File: config.mk
export PLATFORM = sky130hd
export DESIGN_NAME = battery_monitor_soc
export DESIGN_NICKNAME = d
export VERILOG_FILES = /design/src/hw/rtl/bms_pkg.sv /design/src/hw/rtl/bms_accum.sv /design/src/hw/rtl/bms_convert.sv /design/src/hw/rtl/bms_level.sv /design/src/hw/rtl/battery_monitor_soc.sv
export SDC_FILE = /design/constraint.sdc
export NUM_CORES = 1
export LEC_CHECK = 0
export CAP_MARGIN = 40
export CORE_MARGIN = 5
export CORE_UTILIZATION = 38
export DETAILED_ROUTE_END_ITERATION = 10
export DONT_BUFFER_PORTS = 1
export HOLD_SLACK_MARGIN = 0.05
export PLACE_DENSITY = 0.51
export SYNTH_ARGS = -nofsm -noshare
export SYNTH_HDL_FRONTEND = slang
export SYNTH_HIERARCHICAL = 1
export SYNTH_SLANG_ARGS = --single-unit
File: constraint.sdc
create_clock -name clk_i -period 6.1 [get_ports clk_i]
set_input_delay 0.61 -clock clk_i [delete_from_list [all_inputs] [get_ports clk_i]]
set_output_delay 0.61 -clock clk_i [all_outputs]
set_load 0.01 [all_outputs]
File: src/hw/rtl/bms_pkg.sv
`timescale 1ns / 1ps
// ----------------------------------------------------------------------------
// bms_pkg: shared constants, types and level table
// fixed-point gains, millivolt limits and the sigmoid threshold table
// ----------------------------------------------------------------------------
package bms_pkg;

  localparam int AdcW     = 12;
  localparam int MvW      = 16;
  localparam int LevelW   = 7;
  localparam int ThrW     = 10;
  localparam int AvgW     = AdcW;
  localparam int AdcMax   = 4095;

  localparam int MvGain      = 7086;
  localparam int MvGainShift = 10;
  localparam int MvMulW      = AvgW + 13;
  localparam int MvOffset    = 337;
  localparam int MvEmpty     = 3200;
  localparam int MvFull      = 4200;
  localparam int LevelMax    = 100;
  localparam int CurveTop    = 105;
  localparam int SlopeMilli  = 1724;

  localparam int LowThrReset       = 3300;
  localparam int SamplesPerReading = 5;

  typedef logic [MvW-1:0]    mv_t;
  typedef logic [LevelW-1:0] level_t;
  typedef logic [ThrW-1:0]   thr_t;
  typedef logic [LevelMax:1][ThrW-1:0] thr_tbl_t;

  // smallest offset above the empty voltage at which each level is reached,
  // found exactly by bisection on (1724*d)^11 * (105-lv)^2 >= lv^2 * 10^66;
  // clipped to the table width
  function automatic thr_tbl_t build_level_thr();
    thr_tbl_t     tbl;
    logic [287:0] lhs;
    logic [287:0] rhs;
    int           lo;
    int           hi;
    int           mid;
    tbl = '0;
    for (int lv = 1; lv <= LevelMax; lv++) begin
      rhs = 288'(lv * lv);
      for (int i = 0; i < 66; i++) begin
        rhs = rhs * 288'(10);
      end
      lo = 1;
      hi = (1 << ThrW) - 1;
      while (lo < hi) begin
        mid = (lo + hi) >> 1;
        lhs = 288'((CurveTop - lv) * (CurveTop - lv));
        for (int i = 0; i < 11; i++) begin
          lhs = lhs * 288'(SlopeMilli * mid);
        end
        if (lhs >= rhs) begin
          hi = mid;
        end else begin
          lo = mid + 1;
        end
      end
      tbl[lv] = ThrW'(lo);
    end
    return tbl;
  endfunction

  localparam thr_tbl_t LevelThr = build_level_thr();

endpackage

File: src/hw/rtl/bms_accum.sv
`timescale 1ns / 1ps
// ----------------------------------------------------------------------------
// bms_accum: sample accumulator
// sums adc samples and hands each completed group sum downstream
// ----------------------------------------------------------------------------
module bms_accum import bms_pkg::*; #(
  parameter int SAMPLES_PER_READING = SamplesPerReading,
  parameter int SumW = $clog2(AdcMax * SAMPLES_PER_READING + 1)
) (
  input  logic              clk_i,
  input  logic              rst_ni,
  input  logic              in_valid_i,
  output logic              in_ready_o,
  input  logic [AdcW-1:0]   adc_sample_i,
  output logic              grp_valid_o,
  input  logic              grp_ready_i,
  output logic [SumW-1:0]   grp_sum_o
);

  localparam int CntW = (SAMPLES_PER_READING > 1) ? $clog2(SAMPLES_PER_READING) : 1;

  logic [SumW-1:0] sum_q, sum_d, sum_next;
  logic [CntW-1:0] cnt_q, cnt_d;
  logic            grp_v_q, grp_v_d;
  logic [SumW-1:0] grp_sum_q, grp_sum_d;
  logic            take, last;

  assign in_ready_o = !grp_v_q || grp_ready_i;
  assign take       = in_valid_i && in_ready_o;
  assign last       = (cnt_q == CntW'(SAMPLES_PER_READING - 1));
  assign sum_next   = sum_q + SumW'(adc_sample_i);

  always_comb begin
    sum_d     = sum_q;
    cnt_d     = cnt_q;
    grp_sum_d = grp_sum_q;
    grp_v_d   = grp_v_q && !grp_ready_i;
    if (take) begin
      if (last) begin
        sum_d     = '0;
        cnt_d     = '0;
        grp_sum_d = sum_next;
        grp_v_d   = 1'b1;
      end else begin
        sum_d = sum_next;
        cnt_d = cnt_q + CntW'(1);
      end
    end
  end

  always_ff @(posedge clk_i or negedge rst_ni) begin
    if (!rst_ni) begin
      sum_q   <= '0;
      cnt_q   <= '0;
      grp_v_q <= 1'b0;
    end else begin
      sum_q   <= sum_d;
      cnt_q   <= cnt_d;
      grp_v_q <= grp_v_d;
    end
  end

  always_ff @(posedge clk_i) begin
    grp_sum_q <= grp_sum_d;
  end

  assign grp_valid_o = grp_v_q;
  assign grp_sum_o   = grp_sum_q;

  a_cnt_range: assert property (@(posedge clk_i) disable iff (!rst_ni)
    cnt_q <= CntW'(SAMPLES_PER_READING - 1))
    else $error("sample count past group size");

  a_grp_reload: assert property (@(posedge clk_i) disable iff (!rst_ni)
    take && last |=> grp_v_q && sum_q == '0)
    else $error("group completion did not load group register");

endmodule

File: src/hw/rtl/bms_convert.sv
`timescale 1ns / 1ps
// ----------------------------------------------------------------------------
// bms_convert: average and millivolt conversion
// reciprocal divide with one-step correction, then gain and offset
// ----------------------------------------------------------------------------
module bms_convert import bms_pkg::*; #(
  parameter int SAMPLES_PER_READING = SamplesPerReading,
  parameter int SumW = $clog2(AdcMax * SAMPLES_PER_READING + 1)
) (
  input  logic            clk_i,
  input  logic            rst_ni,
  input  logic            grp_valid_i,
  output logic            grp_ready_o,
  input  logic [SumW-1:0] grp_sum_i,
  output logic            mv_valid_o,
  input  logic            mv_ready_i,
  output mv_t             mv_o
);

  localparam int                ProdW    = 2 * SumW + 1;
  localparam longint unsigned   RecipVal = (64'd1 << SumW) / SAMPLES_PER_READING;
  localparam logic [SumW:0]     Recip    = (SumW + 1)'(RecipVal);

  // stage a: estimated quotient, at most one below the true one
  logic            a_v_q, a_rdy;
  logic [SumW-1:0] a_sum_q;
  logic [AvgW-1:0] a_q0_q, a_q0_d;
  logic [ProdW-1:0] a_prod;

  // stage b: corrected average
  logic            b_v_q, b_rdy;
  logic [AvgW-1:0] b_avg_q, b_avg_d;
  logic [SumW-1:0] b_rem;

  // stage c: millivolts
  logic            c_v_q, c_rdy;
  mv_t             c_mv_q, c_mv_d;
  logic [MvMulW-1:0] c_prod;

  assign c_rdy = !c_v_q || mv_ready_i;
  assign b_rdy = !b_v_q || c_rdy;
  assign a_rdy = !a_v_q || b_rdy;
  assign grp_ready_o = a_rdy;

  assign a_prod = ProdW'(grp_sum_i) * ProdW'(Recip);
  assign a_q0_d = a_prod[SumW +: AvgW];

  assign b_rem   = a_sum_q - SumW'(a_q0_q * SAMPLES_PER_READING);
  assign b_avg_d = a_q0_q + AvgW'(b_rem >= SumW'(SAMPLES_PER_READING));

  // largest average gives well under 16 bits, so no saturation is needed
  assign c_prod = MvMulW'(b_avg_q) * MvMulW'(MvGain);
  assign c_mv_d = MvW'(c_prod >> MvGainShift) + MvW'(MvOffset);

  always_ff @(posedge clk_i or negedge rst_ni) begin
    if (!rst_ni) begin
      a_v_q <= 1'b0;
      b_v_q <= 1'b0;
      c_v_q <= 1'b0;
    end else begin
      if (a_rdy) begin
        a_v_q <= grp_valid_i;
      end
      if (b_rdy) begin
        b_v_q <= a_v_q;
      end
      if (c_rdy) begin
        c_v_q <= b_v_q;
      end
    end
  end

  always_ff @(posedge clk_i) begin
    if (a_rdy) begin
      a_sum_q <= grp_sum_i;
      a_q0_q  <= a_q0_d;
    end
    if (b_rdy) begin
      b_avg_q <= b_avg_d;
    end
    if (c_rdy) begin
      c_mv_q <= c_mv_d;
    end
  end

  assign mv_valid_o = c_v_q;
  assign mv_o       = c_mv_q;

endmodule

File: src/hw/rtl/bms_level.sv
`timescale 1ns / 1ps
// ----------------------------------------------------------------------------
// bms_level: state of charge and low flag
// compares the offset against the level table and holds the result register
// ----------------------------------------------------------------------------
module bms_level import bms_pkg::*; (
  input  logic   clk_i,
  input  logic   rst_ni,
  input  logic   mv_valid_i,
  output logic   mv_ready_o,
  input  mv_t    mv_i,
  input  mv_t    low_thr_i,
  output logic   out_valid_o,
  input  logic   out_ready_i,
  output mv_t    battery_mv_o,
  output level_t level_percent_o,
  output logic   battery_low_o
);

  logic                 out_v_q;
  mv_t                  mv_q;
  level_t               level_q, level_d;
  logic                 low_q, low_d;
  thr_t                 offs;
  logic [LevelMax+1:1]  hit;
  level_t               curve;

  assign mv_ready_o = !out_v_q || out_ready_i;
  assign offs       = ThrW'(mv_i - MvW'(MvEmpty));

  // table is ascending, so the hits form a thermometer; encode its top
  always_comb begin
    hit   = '0;
    curve = '0;
    for (int lv = 1; lv <= LevelMax; lv++) begin
      hit[lv] = (offs >= LevelThr[lv]);
    end
    for (int lv = 1; lv <= LevelMax; lv++) begin
      if (hit[lv] && !hit[lv+1]) begin
        curve = curve | LevelW'(lv);
      end
    end
  end

  always_comb begin
    if (mv_i >= MvW'(MvFull)) begin
      level_d = LevelW'(LevelMax);
    end else if (mv_i <= MvW'(MvEmpty)) begin
      level_d = '0;
    end else begin
      level_d = curve;
    end
    low_d = (mv_i < low_thr_i);
  end

  always_ff @(posedge clk_i or negedge rst_ni) begin
    if (!rst_ni) begin
      out_v_q <= 1'b0;
    end else if (mv_ready_o) begin
      out_v_q <= mv_valid_i;
    end
  end

  always_ff @(posedge clk_i) begin
    if (mv_ready_o) begin
      mv_q    <= mv_i;
      level_q <= level_d;
      low_q   <= low_d;
    end
  end

  assign out_valid_o     = out_v_q;
  assign battery_mv_o    = mv_q;
  assign level_percent_o = level_q;
  assign battery_low_o   = low_q;

endmodule

File: src/hw/rtl/battery_monitor_soc.sv
`timescale 1ns / 1ps
// ----------------------------------------------------------------------------
// battery_monitor_soc: battery voltage and state-of-charge monitor
// averages groups of adc samples, converts to millivolts, reports level
// ----------------------------------------------------------------------------
// path: the transfer of the sample that completes a group loads the group
//   register, then the result passes the quotient, correction, millivolt and
//   output registers; a stall at any stage holds it there
// throughput: one sample per cycle while the group register is free or being
//   taken, one result per SAMPLES_PER_READING samples; the stage valid/ready chain
//   lets a waiting result sit without stalling input until five readings are held
// reset: clears sum, count and every stage valid; threshold returns to 3300 mV
// ----------------------------------------------------------------------------
module battery_monitor_soc import bms_pkg::*; #(
  parameter int SAMPLES_PER_READING = SamplesPerReading
) (
  input  logic              clk_i,
  input  logic              rst_ni,
  // sample channel
  input  logic              in_valid_i,
  output logic              in_ready_o,
  input  logic [AdcW-1:0]   adc_sample_i,
  // result channel
  output logic              out_valid_o,
  input  logic              out_ready_i,
  output logic [MvW-1:0]    battery_mv_o,
  output logic [LevelW-1:0] level_percent_o,
  output logic              battery_low_o,
  // threshold register
  input  logic              cfg_we_i,
  input  logic [MvW-1:0]    cfg_wdata_i
);

  // sum width grows with the group size
  localparam int SumW = $clog2(AdcMax * SAMPLES_PER_READING + 1);

  logic            grp_valid, grp_ready;
  logic [SumW-1:0] grp_sum;
  logic            mv_valid, mv_ready;
  mv_t             mv;
  mv_t             low_thr_q;

  // low-battery threshold; the user must write it only while idle, the block does not enforce this
  always_ff @(posedge clk_i or negedge rst_ni) begin
    if (!rst_ni) begin
      low_thr_q <= MvW'(LowThrReset);
    end else if (cfg_we_i) begin
      low_thr_q <= cfg_wdata_i;
    end
  end

  // running sum and group hand-off
  bms_accum #(
    .SAMPLES_PER_READING (SAMPLES_PER_READING),
    .SumW                (SumW)
  ) u_accum (
    .clk_i        (clk_i),
    .rst_ni       (rst_ni),
    .in_valid_i   (in_valid_i),
    .in_ready_o   (in_ready_o),
    .adc_sample_i (adc_sample_i),
    .grp_valid_o  (grp_valid),
    .grp_ready_i  (grp_ready),
    .grp_sum_o    (grp_sum)
  );

  // truncated average and fixed-point millivolt conversion
  bms_convert #(
    .SAMPLES_PER_READING (SAMPLES_PER_READING),
    .SumW                (SumW)
  ) u_convert (
    .clk_i       (clk_i),
    .rst_ni      (rst_ni),
    .grp_valid_i (grp_valid),
    .grp_ready_o (grp_ready),
    .grp_sum_i   (grp_sum),
    .mv_valid_o  (mv_valid),
    .mv_ready_i  (mv_ready),
    .mv_o        (mv)
  );

  // sigmoid level lookup, low flag and result register
  bms_level u_level (
    .clk_i           (clk_i),
    .rst_ni          (rst_ni),
    .mv_valid_i      (mv_valid),
    .mv_ready_o      (mv_ready),
    .mv_i            (mv),
    .low_thr_i       (low_thr_q),
    .out_valid_o     (out_valid_o),
    .out_ready_i     (out_ready_i),
    .battery_mv_o    (battery_mv_o),
    .level_percent_o (level_percent_o),
    .battery_low_o   (battery_low_o)
  );

  a_level_cap: assert property (@(posedge clk_i) disable iff (!rst_ni)
    out_valid_o |-> level_percent_o <= LevelW'(LevelMax))
    else $error("level above full scale");

  a_full_level: assert property (@(posedge clk_i) disable iff (!rst_ni)
    out_valid_o && battery_mv_o >= MvW'(MvFull) |-> level_percent_o == LevelW'(LevelMax))
    else $error("full battery not reported as full");

  a_empty_level: assert property (@(posedge clk_i) disable iff (!rst_ni)
    out_valid_o && battery_mv_o <= MvW'(MvEmpty) |-> level_percent_o == '0)
    else $error("empty battery not reported as empty");

  a_mv_floor: assert property (@(posedge clk_i) disable iff (!rst_ni)
    out_valid_o |-> battery_mv_o >= MvW'(MvOffset))
    else $error("millivolts below conversion offset");

endmodule
==> qor.yml <==
cts:
  clock_latency_ns: 0.46
  path_clk_slew_ns: 0.08
  cts_sinks: 133
  h-tree-depth: 4
  clockRootBuffer: "clkbuf_16"
  cts_tree: "done"
  cts_made_buffers: 17
  cts_buffer_depth: 2
critical_path:
  cp_top_family: "adder cells"
  crit_type: "reg2reg"
  cp-end-kind: "flip-flop"
  cp_num_buf_inv: 4
  cpPeakStageDelay_ns: 0.55
  critPathMostFrequentCell: "fa_1"
  crit_required_ns: 6.30
  cp_max_fo: 7
  cp-start-kind: "flip-flop"
  crit_arrival_ns: 5.99
  crit_chain: "inv_1, fa_1, fa_1, inv_1, fa_1, inv_1, fa_1, fa_1, inv_1, ha_1, a21oi_1, o21ai_0, a21oi_2, and2_1, nor2_1, o311a_1, or3_4, a31o_1, a21boi_2, xor2_1"
  crit_slowest_cell: "fa_1"
final_layout:
  multiInputGateArea_um2: 10900
  final_nets: 2011
  fill_cells: 4018
  area_delta_synth_final_pct: 8.31
  diodes: 0
  drive_gt1_frac: 0.0838
  seqCellArea_um2: 3810
detailed_routing:
  vias: 12202
  wl_per_cell_um: 21.2
  wl_um: 46300
  detail-route-antenna-nets: 0
  viasPerCell: 5.58
  initialDrtViolationCount: 765
  drtPass1Iterations: 5
  drc_errors: 0
grt:
  grt_pass1_vias: 12509
  grt_max_degree: 42
  antenna_found_initial: 0
  track_usage: 0.200
  grt_pass1_wl_um: 72400
  grt_remaining_overflow: 0
run_status:
  status: "completed"
synth:
  ys.flop_type: "edfxtp_1"
  synthCells: 1640
  yosysMostFrequentCell: "inv_1"
  yosysWarnings: 6
  synth_edf_count: 94
  syn-mean-instance-area_um2: 9.72
  synth_top_cell_area_share: 0.181
  yosysSeqAreaShare: 0.239
  async_flop_share: 0.293
  syn-num-nets: 2018
  yosys.area.top_type: "ha_1"
  ys_types: 104
  synth_seq_cells: 133
  netlist_top_cells_count: "inv_1, ha_1, fa_1"
  synth_area_leaders: "ha_1, edfxtp_1, fa_1"
  netlist_area_um2: 15900
sta:
  finClkSkew_ns: 0.0193
  setup_viol: 0
  relSlewSlack: 0.313
  timing.hold.ws_ns: 0.305
  fmaxAchievable_mhz: 173
  min_period_over_period: 0.948
  worstMarginPinSlew_ns: 1.02
  finalMaxSlewViolations: 0
  fin_crit_ns: 5.78
  hold_violations: 0
floorplan:
  ios: 59
  initial_core_util: 0.382
  fp.dieH_um: 215
  die_width_um: 215
  rows: 75
  core_um2: 41800
  dieArea_um2: 46100
hold_path:
  hp-class: "in2reg"
run:
  cap_violations: 0
placement:
  io_buffers: 0
  gp_congestion: 0.973
  dp_hpwl_um: 36700
cell usage in the layout (no fill, tap or decap), types with 10 or more instances in the layout:
cell type / synthesis / final
or2_2: 10 / 10
a21o_1: 33 / 33
edfxtp_1: 94 / 94
nor2b_1: 11 / 11
o21bai_1: 10 / 10
nand2_1: 85 / 85
nand4_1: 26 / 26
a31oi_1: 19 / 19
and4_1: 10 / 10
fa_1: 114 / 114
nor3_1: 23 / 23
nand2b_1: 21 / 21
xor2_1: 34 / 34
nor4_1: 19 / 19
nand3_1: 44 / 44
and2_1: 12 / 12
mux2_4: 10 / 10
inv_1: 242 / 241
ha_1: 231 / 231
nand3b_1: 13 / 13
a21oi_1: 69 / 68
xnor2_1: 47 / 46
a211oi_1: 12 / 12
dfrtp_1: 33 / 33
clkbuf_16: 0 / 18
buf_4: 1 / 32
o21ai_0: 57 / 57
nor2_1: 72 / 72
or3_1: 16 / 16
a22o_1: 12 / 12
sequential cells by signal (all words and copies together) (netlist names):
name	cells
low_thr_q	16
u_accum/cnt_q	3
u_accum/grp_sum_o	15
u_accum/grp_valid_o	1
u_accum/sum_q	15
u_convert/a_q0_q	12
u_convert/a_sum_q	15
u_convert/a_v_q	1
u_convert/b_avg_q	12
u_convert/b_v_q	1
u_convert/mv_o	16
u_convert/mv_valid_o	1
u_level/battery_low_o	1
u_level/battery_mv_o	16
u_level/level_percent_o	7
u_level/out_valid_o	1
metrics by stage:
step	std cells	util	setup slack [ns]	cell area [um^2]	setup TNS, ns
5_1_grt	2185	0.413	-0.00939	17300	-0.00939
6_report	2185	0.413	0.317	17300	0
2_1_floorplan	1640	-	0.472	15900	0
3_3_place_gp	2143	0.395	0.256	16500	0
4_1_cts	2182	0.412	0.202	17200	0
3_5_place_dp	2148	0.397	0.205	16600	0
worst reg2reg max path: stages (launching register included):
cell      delay (ns)
edfxtp_1        0.39
inv_1           0.14
fa_1            0.48
fa_1            0.55
inv_1           0.06
fa_1            0.53
inv_1           0.05
fa_1            0.50
fa_1            0.54
inv_1           0.04
ha_1            0.38
a21oi_1         0.17
o21ai_0         0.17
a21oi_2         0.20
and2_1          0.17
nor2_1          0.05
o311a_1         0.37
or3_4           0.35
a31o_1          0.19
a21boi_2        0.15
xor2_1          0.07
final timing paths:
| path | from | to | slack, ns | cells past startpoint |
|---|---|---|---|---|
| worst max-delay path | u_convert/b_avg_q[8] | u_convert/mv_o[14] | 0.32 | 20 |
| worst min-delay path | cfg_wdata_i[11] | low_thr_q[11] | 0.30 | 1 |
| worst max register to register | u_convert/b_avg_q[8] | u_convert/mv_o[14] | 0.32 | 20 |
| worst min register to register | u_convert/b_v_q | u_convert/mv_valid_o | 0.48 | 1 |
| max in group asynchronous | rst_ni | low_thr_q[2] | 5.14 | 2 |
| min in group asynchronous | rst_ni | u_accum/sum_q[6] | 0.64 | 2 |
what timing repair did:
action                                  4_1_cts  5_1_grt
resized for setup                             0        4
endpoints found under the hold margin        39        0
buffers inserted                              0        3
hold buffers                                  2        0
endpoints found under the setup margin        0        2
layer usage:
metal,vias up,share of wire,track usage
li1,5813,-,-
met1,5877,0.45,0.269
met2,433,0.46,0.320
met3,79,0.063,0.0410
met4,0,0.029,0.0739
met5,-,0,0
layout make-up:
class	instances	share of cell area
inverter	242	0.0526
multi-input combinational	1200	0.631
clock inverter	13	0.00950
sequential	133	0.221
timing repair buffer	39	0.0214
clock buffer	19	0.0263
tap	539	0.0391
logic make-up after synthesis:
family | Yosys count | synth area share
buf+inv | 307 | 0.0791
compound gates | 334 | 0.149
fa+ha+maj | 345 | 0.325
simple gates | 411 | 0.140
flops | 133 | 0.239
mux | 25 | 0.0195
xor+xnor | 85 | 0.0486
Power is left out: the tool's default activity adds up to more than one toggle a clock period on the data nets, which glitch-free logic cannot reach.
